[src/rtl/core/ldt_pkg.sv]
// lane delay training package: parameter defaults, command and register codes
// shared by the training core, the divider and the port checker
`default_nettype none

package ldt_pkg;

    localparam int LDT_DELAY_TAPS = 32;
    localparam int LDT_MAX_LANES  = 8;
    localparam int LDT_SLIP_TRIES = 4;

    localparam int LDT_ADDR_W = 4;
    localparam int LDT_DATA_W = 32;

    localparam logic [1:0] CMD_WRITE_READ = 2'd0;
    localparam logic [1:0] CMD_READ       = 2'd1;
    localparam logic [1:0] CMD_NONE       = 2'd2;

    localparam logic OP_START     = 1'b0;
    localparam logic OP_READ_BACK = 1'b1;

    localparam logic [1:0] REG_LANES_IN_USE   = 2'd0;
    localparam logic [1:0] REG_FALLBACK_DELAY = 2'd1;
    localparam logic [1:0] REG_LOCK_RUN       = 2'd2;
    localparam logic [1:0] REG_PATTERN        = 2'd3;

    localparam logic [3:0]  RST_LANES_IN_USE   = 4'd8;
    localparam logic [4:0]  RST_FALLBACK_DELAY = 5'd9;
    localparam logic [4:0]  RST_LOCK_RUN       = 5'd4;
    localparam logic [31:0] RST_PATTERN        = 32'hFFAA5500;

    typedef struct packed {
        logic busy;
        logic done;
    } div_status_t;

endpackage

`default_nettype wire

[src/rtl/core/ldt_divider.sv]
// serial restoring divider, one quotient bit per cycle
// depends on ldt_pkg for the status struct
`default_nettype none

module ldt_divider
    import ldt_pkg::*;
#(
    parameter int DIVD_W = 9,
    parameter int DIVR_W = 6
)
(
    input  wire logic              clk,
    input  wire logic              rst_n,
    input  wire logic              start,
    input  wire logic [DIVD_W-1:0] dividend,
    input  wire logic [DIVR_W-1:0] divisor,
    output logic      [DIVD_W-1:0] quotient,
    output div_status_t            status
);

    localparam int CNT_W = $clog2(DIVD_W + 1);

    logic [DIVR_W-1:0] rem_reg, rem_next;
    logic [DIVD_W-1:0] quo_reg, quo_next;
    logic [DIVR_W-1:0] dsr_reg, dsr_next;
    logic [CNT_W-1:0]  cnt_reg, cnt_next;
    logic              busy_reg, busy_next;
    logic              done_reg, done_next;

    logic [DIVR_W:0]   shifted;
    logic [DIVR_W:0]   trial;
    logic              qbit;
    logic [DIVD_W:0]   quo_shift;

    always_comb
    begin
        shifted   = {rem_reg, quo_reg[DIVD_W-1]};
        trial     = shifted - {1'b0, dsr_reg};
        qbit      = (shifted >= {1'b0, dsr_reg});
        quo_shift = {quo_reg, qbit};

        rem_next  = rem_reg;
        quo_next  = quo_reg;
        dsr_next  = dsr_reg;
        cnt_next  = cnt_reg;
        busy_next = busy_reg;
        done_next = 1'b0;

        if (start)
        begin
            rem_next  = '0;
            quo_next  = dividend;
            dsr_next  = divisor;
            cnt_next  = CNT_W'(DIVD_W);
            busy_next = 1'b1;
        end
        else if (busy_reg)
        begin
            rem_next = qbit ? trial[DIVR_W-1:0] : shifted[DIVR_W-1:0];
            quo_next = quo_shift[DIVD_W-1:0];
            cnt_next = cnt_reg - CNT_W'(1);
            if (cnt_reg == CNT_W'(1))
            begin
                busy_next = 1'b0;
                done_next = 1'b1;
            end
        end
    end

    always_ff @(posedge clk or negedge rst_n)
    begin
        if (!rst_n)
        begin
            busy_reg <= 1'b0;
            done_reg <= 1'b0;
            cnt_reg  <= '0;
        end
        else
        begin
            busy_reg <= busy_next;
            done_reg <= done_next;
            cnt_reg  <= cnt_next;
        end
    end

    always_ff @(posedge clk)
    begin
        rem_reg <= rem_next;
        quo_reg <= quo_next;
        dsr_reg <= dsr_next;
    end

    assign quotient    = quo_reg;
    assign status.busy = busy_reg;
    assign status.done = done_reg;

endmodule

`default_nettype wire

[src/rtl/core/lane_delay_training_with_bitslip_core.sv]
// lane delay training core: tap scan, window mean, bitslip alignment, apb registers
// depends on ldt_pkg and ldt_divider
// a result is held in the pending result word after accept, then loaded into the output
// register; a scan ending on a matched window first waits for the serial divider to form
// the mean tap; input stalls until the output register loads the result; the output register
// frees the input while one result waits; reset clears control state, loads defaults
`default_nettype none

module lane_delay_training_with_bitslip_core
    import ldt_pkg::*;
#(
    parameter int DELAY_TAPS = LDT_DELAY_TAPS,
    parameter int MAX_LANES  = LDT_MAX_LANES,
    parameter int SLIP_TRIES = LDT_SLIP_TRIES,
    localparam int TAP_W  = $clog2(DELAY_TAPS),
    localparam int LANE_W = (MAX_LANES > 1) ? $clog2(MAX_LANES) : 1
)
(
    input  wire logic                  clk,
    input  wire logic                  rst_n,

    input  wire logic                  psel,
    input  wire logic                  penable,
    input  wire logic                  pwrite,
    input  wire logic [LDT_ADDR_W-1:0] paddr,
    input  wire logic [LDT_DATA_W-1:0] pwdata,
    output logic      [LDT_DATA_W-1:0] prdata,
    output logic                       pready,

    input  wire logic                  in_valid,
    output logic                       in_stall,
    input  wire logic                  operation,
    input  wire logic [31:0]           test_word,

    output logic                       out_valid,
    input  wire logic                  out_stall,
    output logic      [1:0]            command,
    output logic                       pulse_bitslip,
    output logic      [LANE_W-1:0]     lane,
    output logic      [TAP_W-1:0]      delay,
    output logic                       report_valid,
    output logic      [LANE_W-1:0]     report_lane,
    output logic                       report_aligned,
    output logic      [TAP_W-1:0]      report_delay,
    output logic                       training_done
);

    localparam int RUN_W  = $clog2(DELAY_TAPS + 1);
    localparam int SUM_W  = $clog2(DELAY_TAPS * (DELAY_TAPS - 1) / 2 + 1);
    localparam int SLIP_W = $clog2(SLIP_TRIES + 1);
    localparam int CMP_W  = (RUN_W > 5) ? RUN_W : 5;

    localparam logic [TAP_W-1:0] LAST_TAP = TAP_W'(DELAY_TAPS - 1);

    localparam logic [1:0] PH_IDLE = 2'd0;
    localparam logic [1:0] PH_SCAN = 2'd1;
    localparam logic [1:0] PH_SLIP = 2'd2;

    localparam logic [1:0] S_IDLE = 2'd0;
    localparam logic [1:0] S_DIV  = 2'd1;
    localparam logic [1:0] S_OUT  = 2'd2;

    // configuration registers
    logic [3:0]  lanes_reg;
    logic [4:0]  fallback_reg;
    logic [4:0]  lock_reg;
    logic [31:0] pattern_reg;
    logic        cfg_write;

    // training state
    logic [1:0]        state_reg, state_next;
    logic [1:0]        phase_reg, phase_next;
    logic [LANE_W-1:0] cur_lane_reg, cur_lane_next;
    logic [TAP_W-1:0]  scan_tap_reg, scan_tap_next;
    logic [RUN_W-1:0]  match_run_reg, match_run_next;
    logic [SUM_W-1:0]  tap_sum_reg, tap_sum_next;
    logic              locked_reg, locked_next;
    logic [SLIP_W-1:0] slip_tries_reg, slip_tries_next;
    logic [TAP_W-1:0]  chosen_reg, chosen_next;

    // pending result word
    logic [1:0]        res_cmd_reg, res_cmd_next;
    logic              res_slip_reg, res_slip_next;
    logic [LANE_W-1:0] res_lane_reg, res_lane_next;
    logic [TAP_W-1:0]  res_delay_reg, res_delay_next;
    logic              res_rv_reg, res_rv_next;
    logic [LANE_W-1:0] res_rl_reg, res_rl_next;
    logic              res_ra_reg, res_ra_next;
    logic [TAP_W-1:0]  res_rd_reg, res_rd_next;
    logic              res_done_reg, res_done_next;

    // output register
    logic              out_valid_reg, out_valid_next;
    logic [1:0]        out_cmd_reg;
    logic              out_slip_reg;
    logic [LANE_W-1:0] out_lane_reg;
    logic [TAP_W-1:0]  out_delay_reg;
    logic              out_rv_reg;
    logic [LANE_W-1:0] out_rl_reg;
    logic              out_ra_reg;
    logic [TAP_W-1:0]  out_rd_reg;
    logic              out_done_reg;
    logic              out_load;

    logic              accept;
    logic              word_match;
    logic [4:0]        lane_count;
    logic [4:0]        next_lane_ext;

    logic              stop;
    logic              finished;
    logic [RUN_W-1:0]  run_v;
    logic [SUM_W-1:0]  sum_v;
    logic [SLIP_W-1:0] slip_v;

    logic              div_start;
    logic [SUM_W-1:0]  div_quotient;
    div_status_t       div_status;

    // apb port
    assign pready    = 1'b1;
    assign cfg_write = psel && penable && pwrite;

    always_ff @(posedge clk or negedge rst_n)
    begin
        if (!rst_n)
        begin
            lanes_reg    <= RST_LANES_IN_USE;
            fallback_reg <= RST_FALLBACK_DELAY;
            lock_reg     <= RST_LOCK_RUN;
            pattern_reg  <= RST_PATTERN;
        end
        else if (cfg_write)
        begin
            unique case (paddr[3:2])
                REG_LANES_IN_USE:   lanes_reg    <= pwdata[3:0];
                REG_FALLBACK_DELAY: fallback_reg <= pwdata[4:0];
                REG_LOCK_RUN:       lock_reg     <= pwdata[4:0];
                REG_PATTERN:        pattern_reg  <= pwdata;
            endcase
        end
    end

    always_comb
    begin
        unique case (paddr[3:2])
            REG_LANES_IN_USE:   prdata = {28'd0, lanes_reg};
            REG_FALLBACK_DELAY: prdata = {27'd0, fallback_reg};
            REG_LOCK_RUN:       prdata = {27'd0, lock_reg};
            REG_PATTERN:        prdata = pattern_reg;
        endcase
    end

    assign in_stall = (state_reg != S_IDLE);
    assign accept   = in_valid && !in_stall;
    assign out_load = (state_reg == S_OUT) && (!out_valid_reg || !out_stall);

    // pattern or any byte rotation of it
    assign word_match = (test_word == pattern_reg)
                     || (test_word == {pattern_reg[23:0], pattern_reg[31:24]})
                     || (test_word == {pattern_reg[15:0], pattern_reg[31:16]})
                     || (test_word == {pattern_reg[7:0],  pattern_reg[31:8]});

    always_comb
    begin
        if (lanes_reg == 4'd0)
        begin
            lane_count = 5'd1;
        end
        else if ({1'b0, lanes_reg} > 5'(MAX_LANES))
        begin
            lane_count = 5'(MAX_LANES);
        end
        else
        begin
            lane_count = {1'b0, lanes_reg};
        end
    end

    assign next_lane_ext = 5'(cur_lane_reg) + 5'd1;

    ldt_divider #(
        .DIVD_W (SUM_W),
        .DIVR_W (RUN_W)
    ) u_ldt_divider (
        .clk      (clk),
        .rst_n    (rst_n),
        .start    (div_start),
        .dividend (tap_sum_next),
        .divisor  (match_run_next),
        .quotient (div_quotient),
        .status   (div_status)
    );

    always_comb
    begin
        state_next      = state_reg;
        phase_next      = phase_reg;
        cur_lane_next   = cur_lane_reg;
        scan_tap_next   = scan_tap_reg;
        match_run_next  = match_run_reg;
        tap_sum_next    = tap_sum_reg;
        locked_next     = locked_reg;
        slip_tries_next = slip_tries_reg;
        chosen_next     = chosen_reg;

        res_cmd_next   = res_cmd_reg;
        res_slip_next  = res_slip_reg;
        res_lane_next  = res_lane_reg;
        res_delay_next = res_delay_reg;
        res_rv_next    = res_rv_reg;
        res_rl_next    = res_rl_reg;
        res_ra_next    = res_ra_reg;
        res_rd_next    = res_rd_reg;
        res_done_next  = res_done_reg;

        div_start = 1'b0;
        stop      = 1'b0;
        finished  = 1'b0;
        run_v     = match_run_reg;
        sum_v     = tap_sum_reg;
        slip_v    = slip_tries_reg;

        unique case (state_reg)
            S_IDLE:
            begin
                if (accept)
                begin
                    state_next     = S_OUT;
                    res_cmd_next   = CMD_NONE;
                    res_slip_next  = 1'b0;
                    res_lane_next  = '0;
                    res_delay_next = '0;
                    res_rv_next    = 1'b0;
                    res_rl_next    = '0;
                    res_ra_next    = 1'b0;
                    res_rd_next    = '0;
                    res_done_next  = 1'b0;

                    if (operation == OP_START)
                    begin
                        phase_next      = PH_SCAN;
                        cur_lane_next   = '0;
                        scan_tap_next   = '0;
                        match_run_next  = '0;
                        tap_sum_next    = '0;
                        locked_next     = 1'b0;
                        slip_tries_next = '0;
                        chosen_next     = '0;
                        res_cmd_next    = CMD_WRITE_READ;
                    end
                    else if (phase_reg == PH_SCAN)
                    begin
                        if (word_match)
                        begin
                            run_v = match_run_reg + RUN_W'(1);
                            sum_v = tap_sum_reg + SUM_W'(scan_tap_reg);
                            if (CMP_W'(run_v) > CMP_W'(lock_reg))
                            begin
                                locked_next = 1'b1;
                            end
                        end
                        else if (locked_reg)
                        begin
                            stop = 1'b1;
                        end
                        else
                        begin
                            run_v = '0;
                            sum_v = '0;
                        end
                        if (scan_tap_reg == LAST_TAP)
                        begin
                            stop = 1'b1;
                        end
                        match_run_next = run_v;
                        tap_sum_next   = sum_v;
                        scan_tap_next  = scan_tap_reg + TAP_W'(1);
                        res_cmd_next   = CMD_WRITE_READ;
                        res_lane_next  = cur_lane_reg;
                        if (stop)
                        begin
                            phase_next      = PH_SLIP;
                            slip_tries_next = '0;
                            if (run_v != '0)
                            begin
                                div_start  = 1'b1;
                                state_next = S_DIV;
                            end
                            else
                            begin
                                chosen_next    = TAP_W'(fallback_reg);
                                res_delay_next = TAP_W'(fallback_reg);
                            end
                        end
                        else
                        begin
                            res_delay_next = scan_tap_reg + TAP_W'(1);
                        end
                    end
                    else if (phase_reg == PH_SLIP)
                    begin
                        if (test_word == pattern_reg)
                        begin
                            finished    = 1'b1;
                            res_ra_next = 1'b1;
                        end
                        else
                        begin
                            res_slip_next   = 1'b1;
                            slip_v          = slip_tries_reg + SLIP_W'(1);
                            slip_tries_next = slip_v;
                            if (slip_v >= SLIP_W'(SLIP_TRIES))
                            begin
                                finished = 1'b1;
                            end
                        end
                        if (!finished)
                        begin
                            res_cmd_next  = CMD_READ;
                            res_lane_next = cur_lane_reg;
                        end
                        else
                        begin
                            res_rv_next = 1'b1;
                            res_rl_next = cur_lane_reg;
                            res_rd_next = chosen_reg;
                            if (next_lane_ext < lane_count)
                            begin
                                phase_next      = PH_SCAN;
                                cur_lane_next   = LANE_W'(next_lane_ext);
                                scan_tap_next   = '0;
                                match_run_next  = '0;
                                tap_sum_next    = '0;
                                locked_next     = 1'b0;
                                slip_tries_next = '0;
                                chosen_next     = '0;
                                res_cmd_next    = CMD_WRITE_READ;
                                res_lane_next   = LANE_W'(next_lane_ext);
                            end
                            else
                            begin
                                res_done_next = 1'b1;
                                phase_next    = PH_IDLE;
                            end
                        end
                    end
                end
            end
            S_DIV:
            begin
                if (div_status.done)
                begin
                    chosen_next    = div_quotient[TAP_W-1:0];
                    res_delay_next = div_quotient[TAP_W-1:0];
                    state_next     = S_OUT;
                end
            end
            S_OUT:
            begin
                if (out_load)
                begin
                    state_next = S_IDLE;
                end
            end
            default:
            begin
                state_next = S_IDLE;
            end
        endcase
    end

    always_comb
    begin
        out_valid_next = out_valid_reg;
        if (out_valid_reg && !out_stall)
        begin
            out_valid_next = 1'b0;
        end
        if (out_load)
        begin
            out_valid_next = 1'b1;
        end
    end

    always_ff @(posedge clk or negedge rst_n)
    begin
        if (!rst_n)
        begin
            state_reg      <= S_IDLE;
            phase_reg      <= PH_IDLE;
            cur_lane_reg   <= '0;
            scan_tap_reg   <= '0;
            match_run_reg  <= '0;
            tap_sum_reg    <= '0;
            locked_reg     <= 1'b0;
            slip_tries_reg <= '0;
            chosen_reg     <= '0;
            out_valid_reg  <= 1'b0;
        end
        else
        begin
            state_reg      <= state_next;
            phase_reg      <= phase_next;
            cur_lane_reg   <= cur_lane_next;
            scan_tap_reg   <= scan_tap_next;
            match_run_reg  <= match_run_next;
            tap_sum_reg    <= tap_sum_next;
            locked_reg     <= locked_next;
            slip_tries_reg <= slip_tries_next;
            chosen_reg     <= chosen_next;
            out_valid_reg  <= out_valid_next;
        end
    end

    always_ff @(posedge clk)
    begin
        res_cmd_reg   <= res_cmd_next;
        res_slip_reg  <= res_slip_next;
        res_lane_reg  <= res_lane_next;
        res_delay_reg <= res_delay_next;
        res_rv_reg    <= res_rv_next;
        res_rl_reg    <= res_rl_next;
        res_ra_reg    <= res_ra_next;
        res_rd_reg    <= res_rd_next;
        res_done_reg  <= res_done_next;
        if (out_load)
        begin
            out_cmd_reg   <= res_cmd_reg;
            out_slip_reg  <= res_slip_reg;
            out_lane_reg  <= res_lane_reg;
            out_delay_reg <= res_delay_reg;
            out_rv_reg    <= res_rv_reg;
            out_rl_reg    <= res_rl_reg;
            out_ra_reg    <= res_ra_reg;
            out_rd_reg    <= res_rd_reg;
            out_done_reg  <= res_done_reg;
        end
    end

    assign out_valid      = out_valid_reg;
    assign command        = out_cmd_reg;
    assign pulse_bitslip  = out_slip_reg;
    assign lane           = out_lane_reg;
    assign delay          = out_delay_reg;
    assign report_valid   = out_rv_reg;
    assign report_lane    = out_rl_reg;
    assign report_aligned = out_ra_reg;
    assign report_delay   = out_rd_reg;
    assign training_done  = out_done_reg;

endmodule

`default_nettype wire

[config.mk]
export PLATFORM = sky130hd
export DESIGN_NAME = lane_delay_training_with_bitslip_core
export DESIGN_NICKNAME = d
export VERILOG_FILES = /design/src/rtl/core/ldt_pkg.sv /design/src/rtl/core/ldt_divider.sv /design/src/rtl/core/lane_delay_training_with_bitslip_core.sv
export SDC_FILE = /design/constraint.sdc
export NUM_CORES = 1
export LEC_CHECK = 0
export CORE_UTILIZATION = 31
export CTS_CLUSTER_DIAMETER = 40
export DETAILED_ROUTE_END_ITERATION = 10
export DONT_BUFFER_PORTS = 1
export RECOVER_POWER = 50
export SLEW_MARGIN = 5
export SYNTH_ARGS = -nofsm -noshare
export SYNTH_HDL_FRONTEND = slang
export SYNTH_HIERARCHICAL = 1
export SYNTH_SLANG_ARGS = --single-unit
[constraint.sdc]
create_clock -name clk -period 9.6 [get_ports clk]
set_input_delay 0.96 -clock clk [delete_from_list [all_inputs] [get_ports clk]]
set_output_delay 0.96 -clock clk [all_outputs]
set_load 0.1 [all_outputs]
Word level (Yosys, flattened, before mapping):

Cells that the tools add are included.

* register bits: 154
* output and inout bits: 57
* word-level logic and storage cells: 241

* add/sub/neg operators: 7
* magnitude comparators: 5
* eq/ne operators: 31
* mux-type cells: 120
* bitwise operators: 3
* reduce and logical (&&, ||, !) cells: 36

Operators with widths (number)
* equality test 32 bit: 4
* case mux 32 bit (4 select lines): 1
* 2-to-1 mux 9 bit: 11
* 2-to-1 mux 6 bit: 14
* 2-to-1 mux 5 bit: 16
* 2-to-1 mux 3 bit: 16
* 2-to-1 mux 1 bit: 40
* 2-to-1 mux 2 bit: 15
* case mux 5 bit (2 select lines): 2
* 2-to-1 mux 4 bit: 4
* != test 4 bit, second input constant: 4
* AND reduction 2 bit: 5
* AND reduction 5 bit: 2
* adder 9 x 5 -> 9 bit: 1
* != test 3 x 1 -> 1 bit, second input constant: 3
* equality test 2 bit, second input constant: 4
* != test 2 x 1 -> 1 bit, second input constant: 4
* AND reduction 8 bit: 1
* nonzero test 2 bit: 4
* >= comparator 7 x 6 -> 1 bit: 1
* AND reduction 7 bit: 1
* adder 6 x 1 -> 6 bit, second input constant: 1
* equality test 2 x 1 -> 1 bit, second input constant: 3
* greater-than comparator 6 x 5 -> 1 bit: 1
* 28 further kinds: 44

Logic depth before layout (Yosys ltp):

* depth in word-level cells: 17
* depth in mapped cells: 12
* gate-level depth less buffers: 11

Hierarchy:

The synthesis kept the hierarchy.

Modules (own cells, without submodules)
* lane_delay_training_with_bitslip_core: instances 1, cells each 694, area an instance 7541.0 um^2, seq. area each 3423.3 um^2
* ldt_divider: instances 1, cells each 126, area an instance 1438.9 um^2, seq. area each 720.7 um^2

Worst setup path before layout:

OpenSTA, ideal clock, no wires.

* kind: input to output
* start point: in paddr[2]
* end point: out prdata[4]
* arrival time: 3645 ps
* path slack: 4995 ps
* stages: 4
* buffers on the path: 2
* path through: clkbuf_1 -> clkbuf_1 -> nand2_1 -> o21ai_0

* cells in the longest elaborated chain, start to end: 2
* elaborated cells between the ends (all ways): 5
* classes of those cells: 3 x eq/ne; 1 x mux; 1 x reduce/logical

Ends and longest elaborated chain
* start, declared: line lane_delay_training_with_bitslip_core.sv:25 `input wire logic [LDT_ADDR_W-1:0] paddr,`
* equality test 2 bit, or another cell as far along: line lane_delay_training_with_bitslip_core.sv:146 `unique case (paddr[3:2])`
* case mux 32 bit (4 select lines) (*): line lane_delay_training_with_bitslip_core.sv:146
* end, declared: line lane_delay_training_with_bitslip_core.sv:27 `output logic [LDT_DATA_W-1:0] prdata,`

Every way passes the cells marked *; elsewhere a longest branch is shown, timed or not.

Worst setup path after layout:

* start point: reg pattern_reg[23]
* end point: reg u_ldt_divider.rem_reg[1]

* cells in the longest elaborated chain, start to end: 16
* elaborated cells between the ends (all ways): 25
* classes of those cells: 4 x eq/ne; 17 x mux; 4 x reduce/logical

Ends and longest elaborated chain
* start, declared: line lane_delay_training_with_bitslip_core.sv:67 `logic [31:0] pattern_reg;`
* start signal, assigned: line lane_delay_training_with_bitslip_core.sv:139 `REG_PATTERN: pattern_reg <= pwdata;`
* equality test 32 bit (on tied branches): line lane_delay_training_with_bitslip_core.sv:159, lane_delay_training_with_bitslip_core.sv:160
* logical OR 1 bit: line lane_delay_training_with_bitslip_core.sv:160 `|| (test_word == {pattern_reg[23:0], pattern_reg[31:24]})`
* logical OR 1 bit: line lane_delay_training_with_bitslip_core.sv:161 `|| (test_word == {pattern_reg[15:0], pattern_reg[31:16]})`
* logical OR 1 bit (*): line lane_delay_training_with_bitslip_core.sv:162 `|| (test_word == {pattern_reg[7:0], pattern_reg[31:8]});`
* 2-to-1 mux 6 bit: line lane_delay_training_with_bitslip_core.sv:254 `if (word_match)`
* 2-to-1 mux 6 bit: line lane_delay_training_with_bitslip_core.sv:252 `else if (phase_reg == PH_SCAN)`
* 2-to-1 mux 6 bit: line lane_delay_training_with_bitslip_core.sv:240 `if (operation == OP_START)`
* 2-to-1 mux 6 bit: line lane_delay_training_with_bitslip_core.sv:227 `if (accept)`
* 2-to-1 mux 6 bit: line lane_delay_training_with_bitslip_core.sv:224 `unique case (state_reg)`
* nonzero test 6 bit: line lane_delay_training_with_bitslip_core.sv:285 `if (run_v != '0)`
* 2-to-1 mux 1 bit: line lane_delay_training_with_bitslip_core.sv:285
* 2-to-1 mux 1 bit (*): line lane_delay_training_with_bitslip_core.sv:281 `if (stop)`
* 2-to-1 mux 1 bit (*): line lane_delay_training_with_bitslip_core.sv:252
* 2-to-1 mux 1 bit (*): line lane_delay_training_with_bitslip_core.sv:240
* 2-to-1 mux 1 bit (*): line lane_delay_training_with_bitslip_core.sv:227
* 2-to-1 mux 1 bit (*): line lane_delay_training_with_bitslip_core.sv:224
* via div_start: line lane_delay_training_with_bitslip_core.sv:116 `logic div_start;`
* end signal, assigned: line ldt_divider.sv:88 `rem_reg <= rem_next;`
* end, declared: line ldt_divider.sv:23 `logic [DIVR_W-1:0] rem_reg, rem_next;`

The timed path passes the listed nets; every way through them passes the cells marked *. The select of a mux whose other input is x is not followed.
A chain may end at the register's enable or synchronous reset.

==> results by group <==
Pwr
  – Internal: 0.00133 W
  – Comb power frac: 21.4%
  – Psw: a little under 0.0009 W
  – Seq pwr share: 47.2%
  – Sw frac: 39.5%
  – Clk network pwr share: 31.5%
  – Total power: ~0.0022 W
  – LEAKAGE: between 4 and 5 nW
  – VDD IR max: roughly 140 uV
  – PwrDens: roughly 220 nW/um^2

Synth
  – Mapped cell area: around 9000 sq um
  – Mean Syn Cell Area: 11.0 sq um
  – Synthesis warning total: 6
  – Synth Net Count: 924
  – Post-synthesis cell count: 819

Worst setup path
  – Critical path class: reg -> reg
  – Flop2flop setup slack: 5.51 ns
  – CP Launch Type: flip-flop
  – CP Cell Sequence: xor2_1 > nor4_1 > nand4_1 > nor2_4 > or3_1 > nor3_1 > o21ai_0 > nor2_2 > buf_4 > or4b_1 > o311ai_1
  – CP peak stage delay: around 0.74 ns
  – Worst path top cell family by delay: simple AND/OR/NAND/NOR gates
  – Worst path required time: ~9.9 ns
  – Crit path max-delay cell type: dfstp_1
  – CP Capture Type: flip-flop
  – Crit path max fanout: 30
  – CP arrival: approximately 4.4 ns
  – Critical path buffer and inverter count: 1

Timing
  – Final Hold Viols: 0
  – Relative slew margins: between 20% and 30%
  – Min Tclk post-route: 4.09 ns
  – Fmax: about 240 MHz
  – Period utilization: ~43%
  – Clk_skew: roughly 0.012 ns
  – RSZ-0062 raised after global routing: false
  – Worst-Margin Slew: ~1.2 ns
  – Worst setup margin: ~5.5 ns
  – Final setup TNS: 0 ns
  – Final Max Slew Viols: 0
  – Hold Slack: 0.214 ns
  – Final setup vio count: 0

Routing
  – Vias: 5983
  – Post-DRT Antenna Nets: 0
  – WL/cell: roughly 18 microns
  – Drt via density: ~5
  – WL final: 21.7 mm
  – TritonRoute pass-1 iters: 4
  – Residual DRC: 0
  – Initial DRC Count: 487

Cells and area
  – Area delta synth->final: 9.33%
  – Storage element area: 4140 sq um
  – Final instance area: between 9000 and 10000 sq um
  – Filler cell count: ~2800
  – Max reg flops: 32
  – Ratio of cells with drive above 1 in the final layout: between 15 and 20%
  – Nets: approximately 900
  – Area of the multi-input gates: around 4400 sq um

Clocking
  – Root Driver: clkbuf_16
  – Setup Fix Bufs, Post-CTS: 0
  – Clock transition at the registers of the reported paths: 0.08 ns
  – Clock Path Buffers: 2
  – Total CTS buffers: 17
  – Cts repair resizes: 0
  – TritonCTS clock tree: done
  – # H-tree levels: 4
  – Hold_buf cts: 0
  – Clk_lat worst skew: roughly 0.43 ns
  – CTS Sinks: around 150

Place
  – Pre-CTS WS: 5.40 ns
  – Post-DP HPWL: around 16 mm
  – Routability cong.: ~0.91
  – Port Buffers: 0
  – Placed Area: between 9000 and 10000 sq um

Outcome
  – Status: complete, no violations

Floorplanning
  – Ports: ~130
  – Area of the core: roughly 28000 sq um
  – # rows: 61
  – Initial Utilization: between 30% and 40%
  – DIE WIDTH: about 170 microns
  – DIE AREA: between 20000 and 30000 sq um
  – Die Span Y: 172 microns

Global route
  – Gr usage total: between 15 and 20%
  – Vias in the first global route: 5840
  – Largest net degree at the start of global routing: 90
  – Antenna violations before repair: 2
  – Global-route wire length before repair: ~34 mm
  – Total congestion overflow: 0

Hold path
  – Hold crit path type: in -> async

Run
  – Max cap viols: 0
==> placed cells by master (no fill, tap or decap), drive strengths merged, types with 3 or more instances in the layout <==
cell and n:
dfstp 20, a22o 11, nor3 15, nor2b 6, and3 32, nor4 34
or4 4, inv 43, o21ai 26, clkinv 7, o22ai 3, dfrtp 69
a221o 5, dfxtp 6, nand2 39, xor2 139, a21oi 29, a31oi 3
o211ai 4, xnor2 7, nand3 9, and2 11, a211oi 4, nand2b 13
mux2i 12, a21o 4, mux4 4, o21a 7, or2 3, nor2 34
clkbuf 19, nand4 8, ha 27, edfxtp 59, mux2 54
==> stage by stage <==
step	cells	util (%)
floorplan	819	-
global placement	1145	32.7
detailed placement	1145	32.7
CTS	1177	34.9
global route	1177	34.8
finish	1178	34.8
==> layer usage <==
metal | up-vias | share of wire, % | global-route usage [%] | routed length, microns
met5 | - | 0.060 | 0 | 13
met4 | 2 | 2.0 | 5.27 | 443
met3 | 31 | 5.1 | 4.33 | 1100
met2 | 148 | 46 | 23.4 | 9890
met1 | 2960 | 47 | 20.7 | 10200
li1 | 2842 | - | - | -
==> worst register-to-register path, delay by kind of cell (launching register included) <==
| kind | cells | cell delay [ns] |
|---|---|---|
| AOI/OAI and AO/OA | 2 | 0.70 |
| xor gates and xnor gates | 1 | 0.12 |
| buffers and inverters | 1 | 0.26 |
| DFF | 1 | 0.74 |
| and+or+nand+nor | 7 | 2.18 |
==> path summary, 6_finish.rpt <==
kind | start | to | depth (start not counted)
min reg2reg | res_rd_reg[0] | report_delay[0] | 0
min in group clk | res_rd_reg[0] | report_delay[0] | 0
max reg2reg | pattern_reg[23] | u_ldt_divider/rem_reg[1] | 11
max in group asynchronous | rst_n | fallback_reg[3] | 0
max | pattern_reg[23] | u_ldt_divider/rem_reg[1] | 11
min | rst_n | pattern_reg[22] | 0
==> area by class of cell <==
class	instances	area share, %
clock inverter	15	1.95
multi-input combinational	575	45.1
sequential	154	42.2
clock buffer	17	4.34
inverter	35	1.34
tap	378	4.82
timing repair buffer	3	0.153
antenna	1	0.0255
==> power by group through the flow <==
stage               clock [W]  sequential, W  combinational [W]
global placement            0        0.00105           0.000460
CTS                  0.000710        0.00104           0.000471
finish               0.000693        0.00104           0.000470
global route         0.000737        0.00105           0.000512
detailed placement          0        0.00105           0.000469
floorplan                   0       0.000942           0.000485
Power figures use the tool's default switching activity.
